===== config.mk =====
export PLATFORM = sky130hd
export DESIGN_NAME = postfix_stack_evaluator_core_flat
export DESIGN_NICKNAME = d
export VERILOG_FILES = /design/src/rtl/pse_pkg.sv /design/src/rtl/pse_if.sv /design/src/rtl/postfix_stack_evaluator_core.sv /design/src/rtl/pse_front.sv /design/src/rtl/pse_queue.sv /design/src/rtl/pse_back.sv /design/src/flat_wrapper.sv
export SDC_FILE = /design/constraint.sdc
export NUM_CORES = 2
export LEC_CHECK = 0
export ABC_AREA = 0
export BUFFER_PORTS_ARGS = -buffer_cell sky130_fd_sc_hd__buf_2
export CAP_MARGIN = 20
export CORE_UTILIZATION = 50
export CTS_CLUSTER_SIZE = 25
export DETAILED_ROUTE_END_ITERATION = 12
export PLACE_DENSITY = 0.66
export SETUP_SLACK_MARGIN = 0.4
export SLEW_MARGIN = 5
export SYNTH_ARGS = -nofsm -noshare
export SYNTH_HDL_FRONTEND = slang
export SYNTH_HIERARCHICAL = 1
export SYNTH_SLANG_ARGS = --single-unit

===== constraint.sdc =====
create_clock -name clk_i -period 42.1 [get_ports clk_i]
set_clock_uncertainty 0.2 [all_clocks]
set_input_delay 8.42 -clock clk_i [delete_from_list [all_inputs] [get_ports clk_i]]
set_output_delay 8.42 -clock clk_i [all_outputs]
set_load 0.005 [all_outputs]

===== src/rtl/pse_pkg.sv =====
package pse_pkg;

  localparam int unsigned STACK_DEPTH = 16;
  localparam int unsigned VALUE_WIDTH = 32;
  localparam int unsigned DEPTH_W     = $clog2(STACK_DEPTH + 1);

  localparam int unsigned CHAR_W      = 8;
  localparam int unsigned TOP_W       = 32;
  localparam int unsigned OUT_DEPTH_W = 5;
  localparam int unsigned DIGIT_W     = 4;

  localparam int unsigned QUEUE_DEPTH = 2;
  localparam int unsigned QUEUE_AW    = $clog2(QUEUE_DEPTH);
  localparam int unsigned QUEUE_CW    = $clog2(QUEUE_DEPTH + 1);

  localparam logic [CHAR_W-1:0] CHAR_ZERO = 8'h30;
  localparam logic [CHAR_W-1:0] CHAR_NINE = 8'h39;
  localparam logic [CHAR_W-1:0] CHAR_PLUS = 8'h2B;
  localparam logic [CHAR_W-1:0] CHAR_STAR = 8'h2A;

  typedef enum logic [1:0] {
    OP_PUSH = 2'd0,
    OP_ADD  = 2'd1,
    OP_MUL  = 2'd2,
    OP_NOP  = 2'd3
  } op_kind_e;

  typedef struct packed {
    op_kind_e           kind;
    logic [DIGIT_W-1:0] digit;
  } op_t;

  // sign extend or truncate a stack value to the output width
  function automatic logic [TOP_W-1:0] to_top(logic [VALUE_WIDTH-1:0] v);
    logic [63:0] ext;
    ext = 64'(signed'(v));
    return ext[TOP_W-1:0];
  endfunction

endpackage


===== src/rtl/pse_if.sv =====
interface pse_char_if;
  logic                        valid;
  logic                        ready;
  logic [pse_pkg::CHAR_W-1:0]  char_code;

  modport source (output valid, output char_code, input ready);
  modport sink   (input valid, input char_code, output ready);
endinterface

interface pse_result_if;
  logic                             valid;
  logic                             ready;
  logic signed [pse_pkg::TOP_W-1:0] top_value;
  logic [pse_pkg::OUT_DEPTH_W-1:0]  stack_depth;
  logic                             underflow;
  logic                             overflow;
  logic                             ignored;

  modport source (output valid, output top_value, output stack_depth, output underflow,
                  output overflow, output ignored, input ready);
  modport sink   (input valid, input top_value, input stack_depth, input underflow,
                  input overflow, input ignored, output ready);
endinterface


===== src/rtl/postfix_stack_evaluator_core.sv =====
// Postfix evaluator: one ASCII character per request on char_i, one result per request on
// result_o. Digits push 0..9, '+' and '*' pop two and push the wrapping 32-bit result, an
// empty pop reads as -1 and sets underflow, a digit on a full 16-entry stack is dropped
// with overflow, anything else is flagged ignored. Throughput is one request per cycle while
// result_o does not stall, set by the update of the top two stack entries and the 32x32 multiplier in
// the execute stage; an accepted request passes through the decode queue and then the registered
// execute stage, whose result is held while result_o stalls. Requests are decoded into
// a two-entry queue so input and output stall independently.
module postfix_stack_evaluator_core (
  input  logic          clk_i,
  input  logic          rst_ni,
  pse_char_if.sink      char_i,
  pse_result_if.source  result_o
);

  logic         fr_valid, fr_ready;
  pse_pkg::op_t fr_op;
  logic         bk_valid, bk_ready;
  pse_pkg::op_t bk_op;

  pse_front u_front (
    .char_i       (char_i),
    .push_valid_o (fr_valid),
    .push_ready_i (fr_ready),
    .push_op_o    (fr_op)
  );

  pse_queue u_queue (
    .clk_i        (clk_i),
    .rst_ni       (rst_ni),
    .push_valid_i (fr_valid),
    .push_ready_o (fr_ready),
    .push_op_i    (fr_op),
    .pop_valid_o  (bk_valid),
    .pop_ready_i  (bk_ready),
    .pop_op_o     (bk_op)
  );

  pse_back u_back (
    .clk_i      (clk_i),
    .rst_ni     (rst_ni),
    .op_valid_i (bk_valid),
    .op_ready_o (bk_ready),
    .op_i       (bk_op),
    .result_o   (result_o)
  );

endmodule


===== src/rtl/pse_front.sv =====
module pse_front (
  pse_char_if.sink        char_i,
  output logic            push_valid_o,
  input  logic            push_ready_i,
  output pse_pkg::op_t    push_op_o
);

  always_comb begin
    push_op_o.digit = '0;
    if (char_i.char_code inside {[pse_pkg::CHAR_ZERO:pse_pkg::CHAR_NINE]}) begin
      push_op_o.kind  = pse_pkg::OP_PUSH;
      push_op_o.digit = pse_pkg::DIGIT_W'(char_i.char_code - pse_pkg::CHAR_ZERO);
    end else if (char_i.char_code == pse_pkg::CHAR_PLUS) begin
      push_op_o.kind = pse_pkg::OP_ADD;
    end else if (char_i.char_code == pse_pkg::CHAR_STAR) begin
      push_op_o.kind = pse_pkg::OP_MUL;
    end else begin
      push_op_o.kind = pse_pkg::OP_NOP;
    end
  end

  assign push_valid_o = char_i.valid;
  assign char_i.ready = push_ready_i;

endmodule


===== src/rtl/pse_queue.sv =====
module pse_queue (
  input  logic         clk_i,
  input  logic         rst_ni,
  input  logic         push_valid_i,
  output logic         push_ready_o,
  input  pse_pkg::op_t push_op_i,
  output logic         pop_valid_o,
  input  logic         pop_ready_i,
  output pse_pkg::op_t pop_op_o
);

  pse_pkg::op_t                    mem_q [pse_pkg::QUEUE_DEPTH];
  logic [pse_pkg::QUEUE_AW-1:0]    wr_ptr_q, wr_ptr_d;
  logic [pse_pkg::QUEUE_AW-1:0]    rd_ptr_q, rd_ptr_d;
  logic [pse_pkg::QUEUE_CW-1:0]    count_q, count_d;
  logic                            do_push, do_pop;

  assign push_ready_o = count_q != pse_pkg::QUEUE_CW'(pse_pkg::QUEUE_DEPTH);
  assign pop_valid_o  = count_q != '0;
  assign pop_op_o     = mem_q[rd_ptr_q];
  assign do_push      = push_valid_i && push_ready_o;
  assign do_pop       = pop_valid_o && pop_ready_i;

  always_comb begin
    wr_ptr_d = wr_ptr_q;
    rd_ptr_d = rd_ptr_q;
    count_d  = count_q;
    if (do_push) begin
      wr_ptr_d = (wr_ptr_q == pse_pkg::QUEUE_AW'(pse_pkg::QUEUE_DEPTH - 1)) ? '0
                                                                             : wr_ptr_q + 1'b1;
    end
    if (do_pop) begin
      rd_ptr_d = (rd_ptr_q == pse_pkg::QUEUE_AW'(pse_pkg::QUEUE_DEPTH - 1)) ? '0
                                                                             : rd_ptr_q + 1'b1;
    end
    if (do_push && !do_pop) begin
      count_d = count_q + 1'b1;
    end else if (do_pop && !do_push) begin
      count_d = count_q - 1'b1;
    end
  end

  always_ff @(posedge clk_i or negedge rst_ni) begin
    if (!rst_ni) begin
      wr_ptr_q <= '0;
      rd_ptr_q <= '0;
      count_q  <= '0;
    end else begin
      wr_ptr_q <= wr_ptr_d;
      rd_ptr_q <= rd_ptr_d;
      count_q  <= count_d;
    end
  end

  always_ff @(posedge clk_i) begin
    if (do_push) begin
      mem_q[wr_ptr_q] <= push_op_i;
    end
  end

endmodule


===== src/rtl/pse_back.sv =====
module pse_back (
  input  logic            clk_i,
  input  logic            rst_ni,
  input  logic            op_valid_i,
  output logic            op_ready_o,
  input  pse_pkg::op_t    op_i,
  pse_result_if.source    result_o
);

  localparam int unsigned VW = pse_pkg::VALUE_WIDTH;
  localparam int unsigned DW = pse_pkg::DEPTH_W;

  logic [VW-1:0]                   stack_q [pse_pkg::STACK_DEPTH];
  logic [DW-1:0]                   depth_q, depth_d;
  logic                            out_valid_q, out_valid_d;
  logic [pse_pkg::TOP_W-1:0]       out_top_q;
  logic [pse_pkg::OUT_DEPTH_W-1:0] out_depth_q;
  logic                            out_under_q, out_over_q, out_ign_q;

  logic          exec, full, is_op;
  logic [VW-1:0] opa, opb, sum, prod, res, top_d;
  logic          under, over, ign;

  assign op_ready_o = !out_valid_q || result_o.ready;
  assign exec       = op_valid_i && op_ready_o;
  assign full       = depth_q == DW'(pse_pkg::STACK_DEPTH);
  assign is_op      = (op_i.kind == pse_pkg::OP_ADD) || (op_i.kind == pse_pkg::OP_MUL);

  // empty pops read as all ones
  assign opa  = (depth_q != '0) ? stack_q[0] : '1;
  assign opb  = (depth_q > DW'(1)) ? stack_q[1] : '1;
  assign sum  = opa + opb;
  assign prod = opa * opb;
  assign res  = (op_i.kind == pse_pkg::OP_ADD) ? sum : prod;

  always_comb begin
    depth_d = depth_q;
    top_d   = stack_q[0];
    under   = 1'b0;
    over    = 1'b0;
    ign     = 1'b0;
    case (op_i.kind)
      pse_pkg::OP_PUSH: begin
        if (full) begin
          over = 1'b1;
        end else begin
          depth_d = depth_q + 1'b1;
          top_d   = VW'(op_i.digit);
        end
      end
      pse_pkg::OP_ADD, pse_pkg::OP_MUL: begin
        under   = depth_q < DW'(2);
        depth_d = (depth_q < DW'(2)) ? DW'(1) : depth_q - 1'b1;
        top_d   = res;
      end
      default: begin
        ign = 1'b1;
      end
    endcase
  end

  always_comb begin
    out_valid_d = out_valid_q;
    if (exec) begin
      out_valid_d = 1'b1;
    end else if (result_o.ready) begin
      out_valid_d = 1'b0;
    end
  end

  always_ff @(posedge clk_i or negedge rst_ni) begin
    if (!rst_ni) begin
      depth_q     <= '0;
      out_valid_q <= 1'b0;
    end else begin
      out_valid_q <= out_valid_d;
      if (exec) begin
        depth_q <= depth_d;
      end
    end
  end

  // stack as a shift line, entry 0 is the top
  always_ff @(posedge clk_i) begin
    if (exec) begin
      if (op_i.kind == pse_pkg::OP_PUSH && !full) begin
        stack_q[0] <= top_d;
        for (int i = 1; i < pse_pkg::STACK_DEPTH; i++) begin
          stack_q[i] <= stack_q[i-1];
        end
      end else if (is_op) begin
        stack_q[0] <= top_d;
        for (int i = 1; i < pse_pkg::STACK_DEPTH - 1; i++) begin
          stack_q[i] <= stack_q[i+1];
        end
      end
    end
  end

  always_ff @(posedge clk_i) begin
    if (exec) begin
      out_top_q   <= (depth_d == '0) ? '0 : pse_pkg::to_top(top_d);
      out_depth_q <= pse_pkg::OUT_DEPTH_W'(depth_d);
      out_under_q <= under;
      out_over_q  <= over;
      out_ign_q   <= ign;
    end
  end

  assign result_o.valid       = out_valid_q;
  assign result_o.top_value   = out_top_q;
  assign result_o.stack_depth = out_depth_q;
  assign result_o.underflow   = out_under_q;
  assign result_o.overflow    = out_over_q;
  assign result_o.ignored     = out_ign_q;

  ap_depth_bound: assert property (@(posedge clk_i) disable iff (!rst_ni)
    depth_q <= DW'(pse_pkg::STACK_DEPTH))
    else $error("stack depth beyond capacity");

  ap_over_full: assert property (@(posedge clk_i) disable iff (!rst_ni)
    exec && op_i.kind == pse_pkg::OP_PUSH && full |=> depth_q == DW'(pse_pkg::STACK_DEPTH))
    else $error("dropped digit changed the depth");

  ap_op_nonempty: assert property (@(posedge clk_i) disable iff (!rst_ni)
    exec && is_op |=> depth_q != '0)
    else $error("operator left the stack empty");

  ap_under_depth: assert property (@(posedge clk_i) disable iff (!rst_ni)
    out_valid_q && out_under_q |-> out_depth_q == pse_pkg::OUT_DEPTH_W'(1))
    else $error("underflow with depth other than one");

  ap_flags_excl: assert property (@(posedge clk_i) disable iff (!rst_ni)
    out_valid_q && out_ign_q |-> !out_under_q && !out_over_q)
    else $error("ignored request carries a stack flag");

  ap_hold_result: assert property (@(posedge clk_i) disable iff (!rst_ni)
    out_valid_q && !result_o.ready |=> out_valid_q && $stable(out_top_q))
    else $error("stalled result lost");

endmodule

===== src/flat_wrapper.sv =====
// flat-port wrapper written by rule: the top's interface ports become plain ports
module postfix_stack_evaluator_core_flat 
  (clk_i, rst_ni, char_i_valid, char_i_char_code, char_i_ready, result_o_valid, result_o_top_value, result_o_stack_depth, result_o_underflow, result_o_overflow, result_o_ignored, result_o_ready);
  pse_char_if char_i_i ();
  pse_result_if result_o_i ();
  input  logic clk_i;
  input  logic rst_ni;
  input wire logic [$bits(char_i_i.valid)-1:0] char_i_valid;
  input wire logic [$bits(char_i_i.char_code)-1:0] char_i_char_code;
  output wire logic [$bits(char_i_i.ready)-1:0] char_i_ready;
  output wire logic [$bits(result_o_i.valid)-1:0] result_o_valid;
  output wire logic [$bits(result_o_i.top_value)-1:0] result_o_top_value;
  output wire logic [$bits(result_o_i.stack_depth)-1:0] result_o_stack_depth;
  output wire logic [$bits(result_o_i.underflow)-1:0] result_o_underflow;
  output wire logic [$bits(result_o_i.overflow)-1:0] result_o_overflow;
  output wire logic [$bits(result_o_i.ignored)-1:0] result_o_ignored;
  input wire logic [$bits(result_o_i.ready)-1:0] result_o_ready;
  assign char_i_i.valid = char_i_valid;
  assign char_i_i.char_code = char_i_char_code;
  assign char_i_ready = char_i_i.ready;
  assign result_o_valid = result_o_i.valid;
  assign result_o_top_value = result_o_i.top_value;
  assign result_o_stack_depth = result_o_i.stack_depth;
  assign result_o_underflow = result_o_i.underflow;
  assign result_o_overflow = result_o_i.overflow;
  assign result_o_ignored = result_o_i.ignored;
  assign result_o_i.ready = result_o_ready;
  postfix_stack_evaluator_core u_core (.clk_i(clk_i), .rst_ni(rst_ni), .char_i(char_i_i), .result_o(result_o_i));
endmodule

After elaboration in Yosys (flattened, before gate mapping). Memory sizes are Yosys's and may differ from the RTL's. Cells that the tools add are included.

Register bits after elaboration: 50. Memory bits (writable): 524. Input port bits: 12. Word-level logic and storage cells: 110. Memories: 2.

Add/subtract/negate cells: 8. Multiply operators: 1. Order comparisons: 4. Eq/ne operators: 6. Muxes and demuxes: 44. Bitwise gates (word level): 15. Reduce and logical (&&, ||, !) cells: 20.

Memory list: u_core.u_back.stack_q (depth 16, bits a word 32, rd ports 16, clocked after Yosys merged registers in 0, write ports 16, RTL line pse_back.sv:13) `logic [VW-1:0] stack_q [pse_pkg::STACK_DEPTH];`; u_core.u_queue.mem_q (depth 2, bits a word 6, rd ports 1, clocked after Yosys merged registers in 0, write ports 1, RTL line pse_queue.sv:12) `pse_pkg::op_t mem_q [pse_pkg::QUEUE_DEPTH];`.

Operators with widths (count): 32-bit two-way mux (19); 32-bit case mux with 2 select lines (1); 32-bit adder (1); 32-bit by 32-bit multiplier with 32-bit output (1); 8-bit by 6-bit equality test with 1-bit output (second input constant) (2); 1-bit two-way mux (16); 1-bit OR (15); 5-bit two-way mux (2); 5-bit case mux with 2 select lines (1); 8-bit by 6-bit >= comparator with 1-bit output (second input constant) (1); 8-bit by 6-bit less-or-equal comparator with 1-bit output (second input constant) (1); 2-bit two-way mux (4); 1-bit logical AND (6); 2-bit nonzero test (3); 5-bit by 1-bit adder with 5-bit output (second input constant) (1); 5-bit equality test (second input constant) (1); 5-bit by 1-bit greater-than comparator with 1-bit output (second input constant) (1); 5-bit zero test (1); 5-bit by 2-bit < comparator with 1-bit output (second input constant) (1); 5-bit nonzero test (1); 5-bit by 1-bit subtractor with 5-bit output (second input constant) (1); 1-bit zero test (4); 4-bit two-way mux (1); 4-bit by 1-bit subtractor with 4-bit output (second input constant) (1); 10 further kinds (12).

Longest topological paths before layout. An unclocked memory read counts as a cell.

Depth in word-level cells: 8. Gate-level depth with buffers: 37. Gate-level depth less buffers: 33.

By module. Netlist, hierarchy kept.

By module, submodules not included: pse_back (times used 1, cells an instance 3661, area each 40262.4 sq um, seq. area each 16726.0 sq um); pse_queue (times used 1, cells an instance 37, area each 644.4 sq um, seq. area each 460.4 sq um); pse_front (times used 1, cells an instance 14, area each 145.1 sq um, seq. area each 0.0 sq um).

Worst setup path after synthesis. Ideal clock, no wire load.

Path type: input-to-reg. Start point: input port result_o_ready. End point: memory u_core/u_back/stack_q[0][0] (netlist bit), enable pin. Library setup time: 1.336 ns. Arrival time: 28.594 ns. Required time: 40.564 ns. Slack: 11.970 ns. Stages: 3. Buffers on the path: 0. Cells stage by stage: nand2b_1 nand2_1 nor2_1.

RTL lines: from (decl) (RTL line flat_wrapper.sv:17) `input wire logic [$bits(result_o_i.ready)-1:0] result_o_ready;`; to (decl) (RTL line pse_back.sv:13).

==> run metrics <==
top cell type by total area after synthesis=edfxtp_1; Period minus WS final=roughly 12,000 ps; clock transition at the registers of the reported paths=60 ps; row count=about 100; clock tree sinks=574; final setup violation count=0; Highest Clock Rate=81.1 MHz; number of enable flip-flop cells after synthesis=564; crit path DAT=between 10,000 and 15,000 ps; initial antenna violation count=2; largest net degree at the start of global routing=between 200 and 250; final WL=101 mm; launch point of the critical path=result_o_ready; CTS tree=done; # nets final=4,310; Hold Path Origin=u_core/u_back/stack_q[14][7]$_DFFE_PP_; Final Max Slew Viols=0; CTS Root Cell=clkbuf_16; Port Buffer Count=53; Core Box Area=around 0.081 sq mm; Residual DRC=0; die area=between 0.08 and 0.09 sq mm; Setup CP Type=input port to flip-flop; class of the worst hold path=flip-flop to flip-flop; Synth top area share=0.413; hold violation count in the final report=0; slowest stage cell, crit path=buf_4; Post-Syn Area=slightly above 0.04 sq mm; CP cell instances=buf_2 > nand2b_1 > nand2_1 > inv_2 > nand3_4 > buf_4 > buf_4 > mux2_2; library cells used by synthesis=between 70 and 80; net count after synthesis=roughly 4,300; HPWL Detailed=about 70 mm; Synth Flop Type=edfxtp_1; share of cells above drive strength 1=0.138; fill cell count=between 7,000 and 8,000; initial core utilization=0.507; area delta synth->final=7.98%; status=finished clean; via count=approximately 27,000; WL/cell=around 21 um; Final period util=0.293; share of synthesized registers carrying an async set or reset=0.0174; H-tree levels=2; hold_buf cts=0; worst r2r src=u_core/u_back/depth_q[0]$_DFFE_PN0P_; unrepaired setup endpoints after global routing=no; Ant. Diodes=0; FF-to-FF path depth=32; Max-cap violations=0; Worst-Margin Slew=1170 ps; most used cell, CP=buf_4; first-pass iteration count of the detailed router=6; Post-CTS Setup Inserts=0; post-route ant nets=0; number of global-route vias before repair=approximately 27,000; register area share after synthesis=0.419; Syn Area/Cell=between 10 and 15 sq um; TritonCTS buffer count=56; register bit total from synthesis=roughly 570; crit path launch type=input port; post-CTS sizing=0; first-pass GRT wire length=between 150 and 200 mm; top cells by area, synth=edfxtp_1, fa_1, mux2_2, nand2_1, ha_1; crit path capture type=flip-flop; cell count after synthesis=3,712; die height=289 um; Worst R2R End=u_core/u_back/result_o.top_value[31]$_SDFFCE_PN0P_; setup TNS=0 ps; end point of the critical path=u_core/u_back/stack_q[1][16]$_DFFE_PP_; Placer Congestion=0.991; all-layer global routing usage=0.248; crit-path max FO=84; IO Pins=54; Syn. warnings=6; Clock Latency Late Sink=just over 600 ps; slowest cell delay on critical path=around 900 ps; drt via density=roughly 5.6; R2R setup slack=roughly 31,000 ps; clock buffer depth=3; GRT overflow=0; drt initial violations=about 2,400; slew margin rel.=0.223; Req. time, crit path=around 42,000 ps; die width=a little under 300 um
==> through the flow <==
step                      cell area (sq um)  hold slack [ps]  utilization  worst slack [ps]  std cells
after floorplan                       41100              226            -             11970       3712
after global placement                42600              231        0.526             29130       4729
after detailed placement              42600              231        0.526             29110       4729
after CTS                             44300              247        0.548             29730       4832
after global routing                  44300              255        0.548             29420       4832
final                                 44300              249        0.548             29760       4832
==> cells by family (layout without fill, tap and decap cells) <==
group	Yosys count	in the layout	synth area share
adders and majority gates	571	571	0.249
AOI/OAI and AO/OA	297	297	0.0474
DFF	574	574	0.419
buffers and inverters	612	672	0.0565
and+or+nand+nor	1266	1266	0.126
muxes	299	299	0.0820
xor gates and xnor gates	93	93	0.0212
==> layout make-up <==
| class | count | area, sq um | area share |
|---|---|---|---|
| Clock buffer | 65 | 1440 | 0.0324 |
| Clock inverter | 38 | 340 | 0.00768 |
| Inverter | 462 | 1740 | 0.0392 |
| Multi-Input combinational cell | 2526 | 21600 | 0.487 |
| Sequential cell | 574 | 17200 | 0.388 |
| Tap cell | 1060 | 1330 | 0.0299 |
| Timing Repair Buffer | 107 | 696 | 0.0157 |
==> cell usage in the layout, fill, tap and decap left out, types with 56 or more instances in the layout <==
master / instances
nand2_1: 732
inv_1: 434
a21oi_1: 75
o21ai_0: 56
xnor2_1: 69
edfxtp_1: 564
mux2_2: 297
nor2_1: 386
fa_1: 409
clkbuf_16: 56
ha_1: 162
==> worst min path at each step <==
stage	endpoint	cells past startpoint	slack, ps
final	u_core/u_back/stack_q[15][7]$_DFFE_PP_	0	250
after global routing	u_core/u_back/stack_q[15][7]$_DFFE_PP_	0	260
after CTS	u_core/u_back/stack_q[15][7]$_DFFE_PP_	0	250
after detailed placement	u_core/u_back/stack_q[15][7]$_DFFE_PP_	0	230
after global placement	u_core/u_back/stack_q[15][7]$_DFFE_PP_	0	230
after floorplan	u_core/u_back/stack_q[15][0]$_DFFE_PP_	0	230
==> sequential cells by signal, indices dropped and copies added, names as in the netlist, 2 cells and up <==
register,flops
u_core/u_queue/mem_q,12
u_core/u_back/stack_q,512
u_core/u_queue/count_q,2
u_core/u_back/result_o.top_value,32
u_core/u_back/result_o.stack_depth,5
u_core/u_back/depth_q,5
==> metal layers <==
metal	vias up	routed length [um]	global-route usage
met5	-	14	0
met3	241	7350	0.0371
li1	12253	-	-
met4	2	4880	0.108
met2	1028	45400	0.383
met1	13537	43000	0.349
==> cells in the mapped netlist (all sizes together) (12+ instances only) <==
cell	number
o21ai	57
nor3	18
nand3	17
edfxtp	564
a21oi	76
clkbuf	137
a211oi	15
and2	28
a22oi	13
xnor2	69
nor2	396
o22ai	12
clkinv	20
nand2b	22
a221oi	13
fa	409
inv	442
ha	162
buf	13
nand2	734
a21o	39
mux2	297
xor2	20
==> critical path: cells and delay by family <==
kind | cells | cell delay, ps
buf+inv | 4 | 2310
simple gates | 3 | 1190
mux | 1 | 430
Power is not shown: default switching activity piles up to over one toggle a cycle in this logic, so the estimate is an artifact.
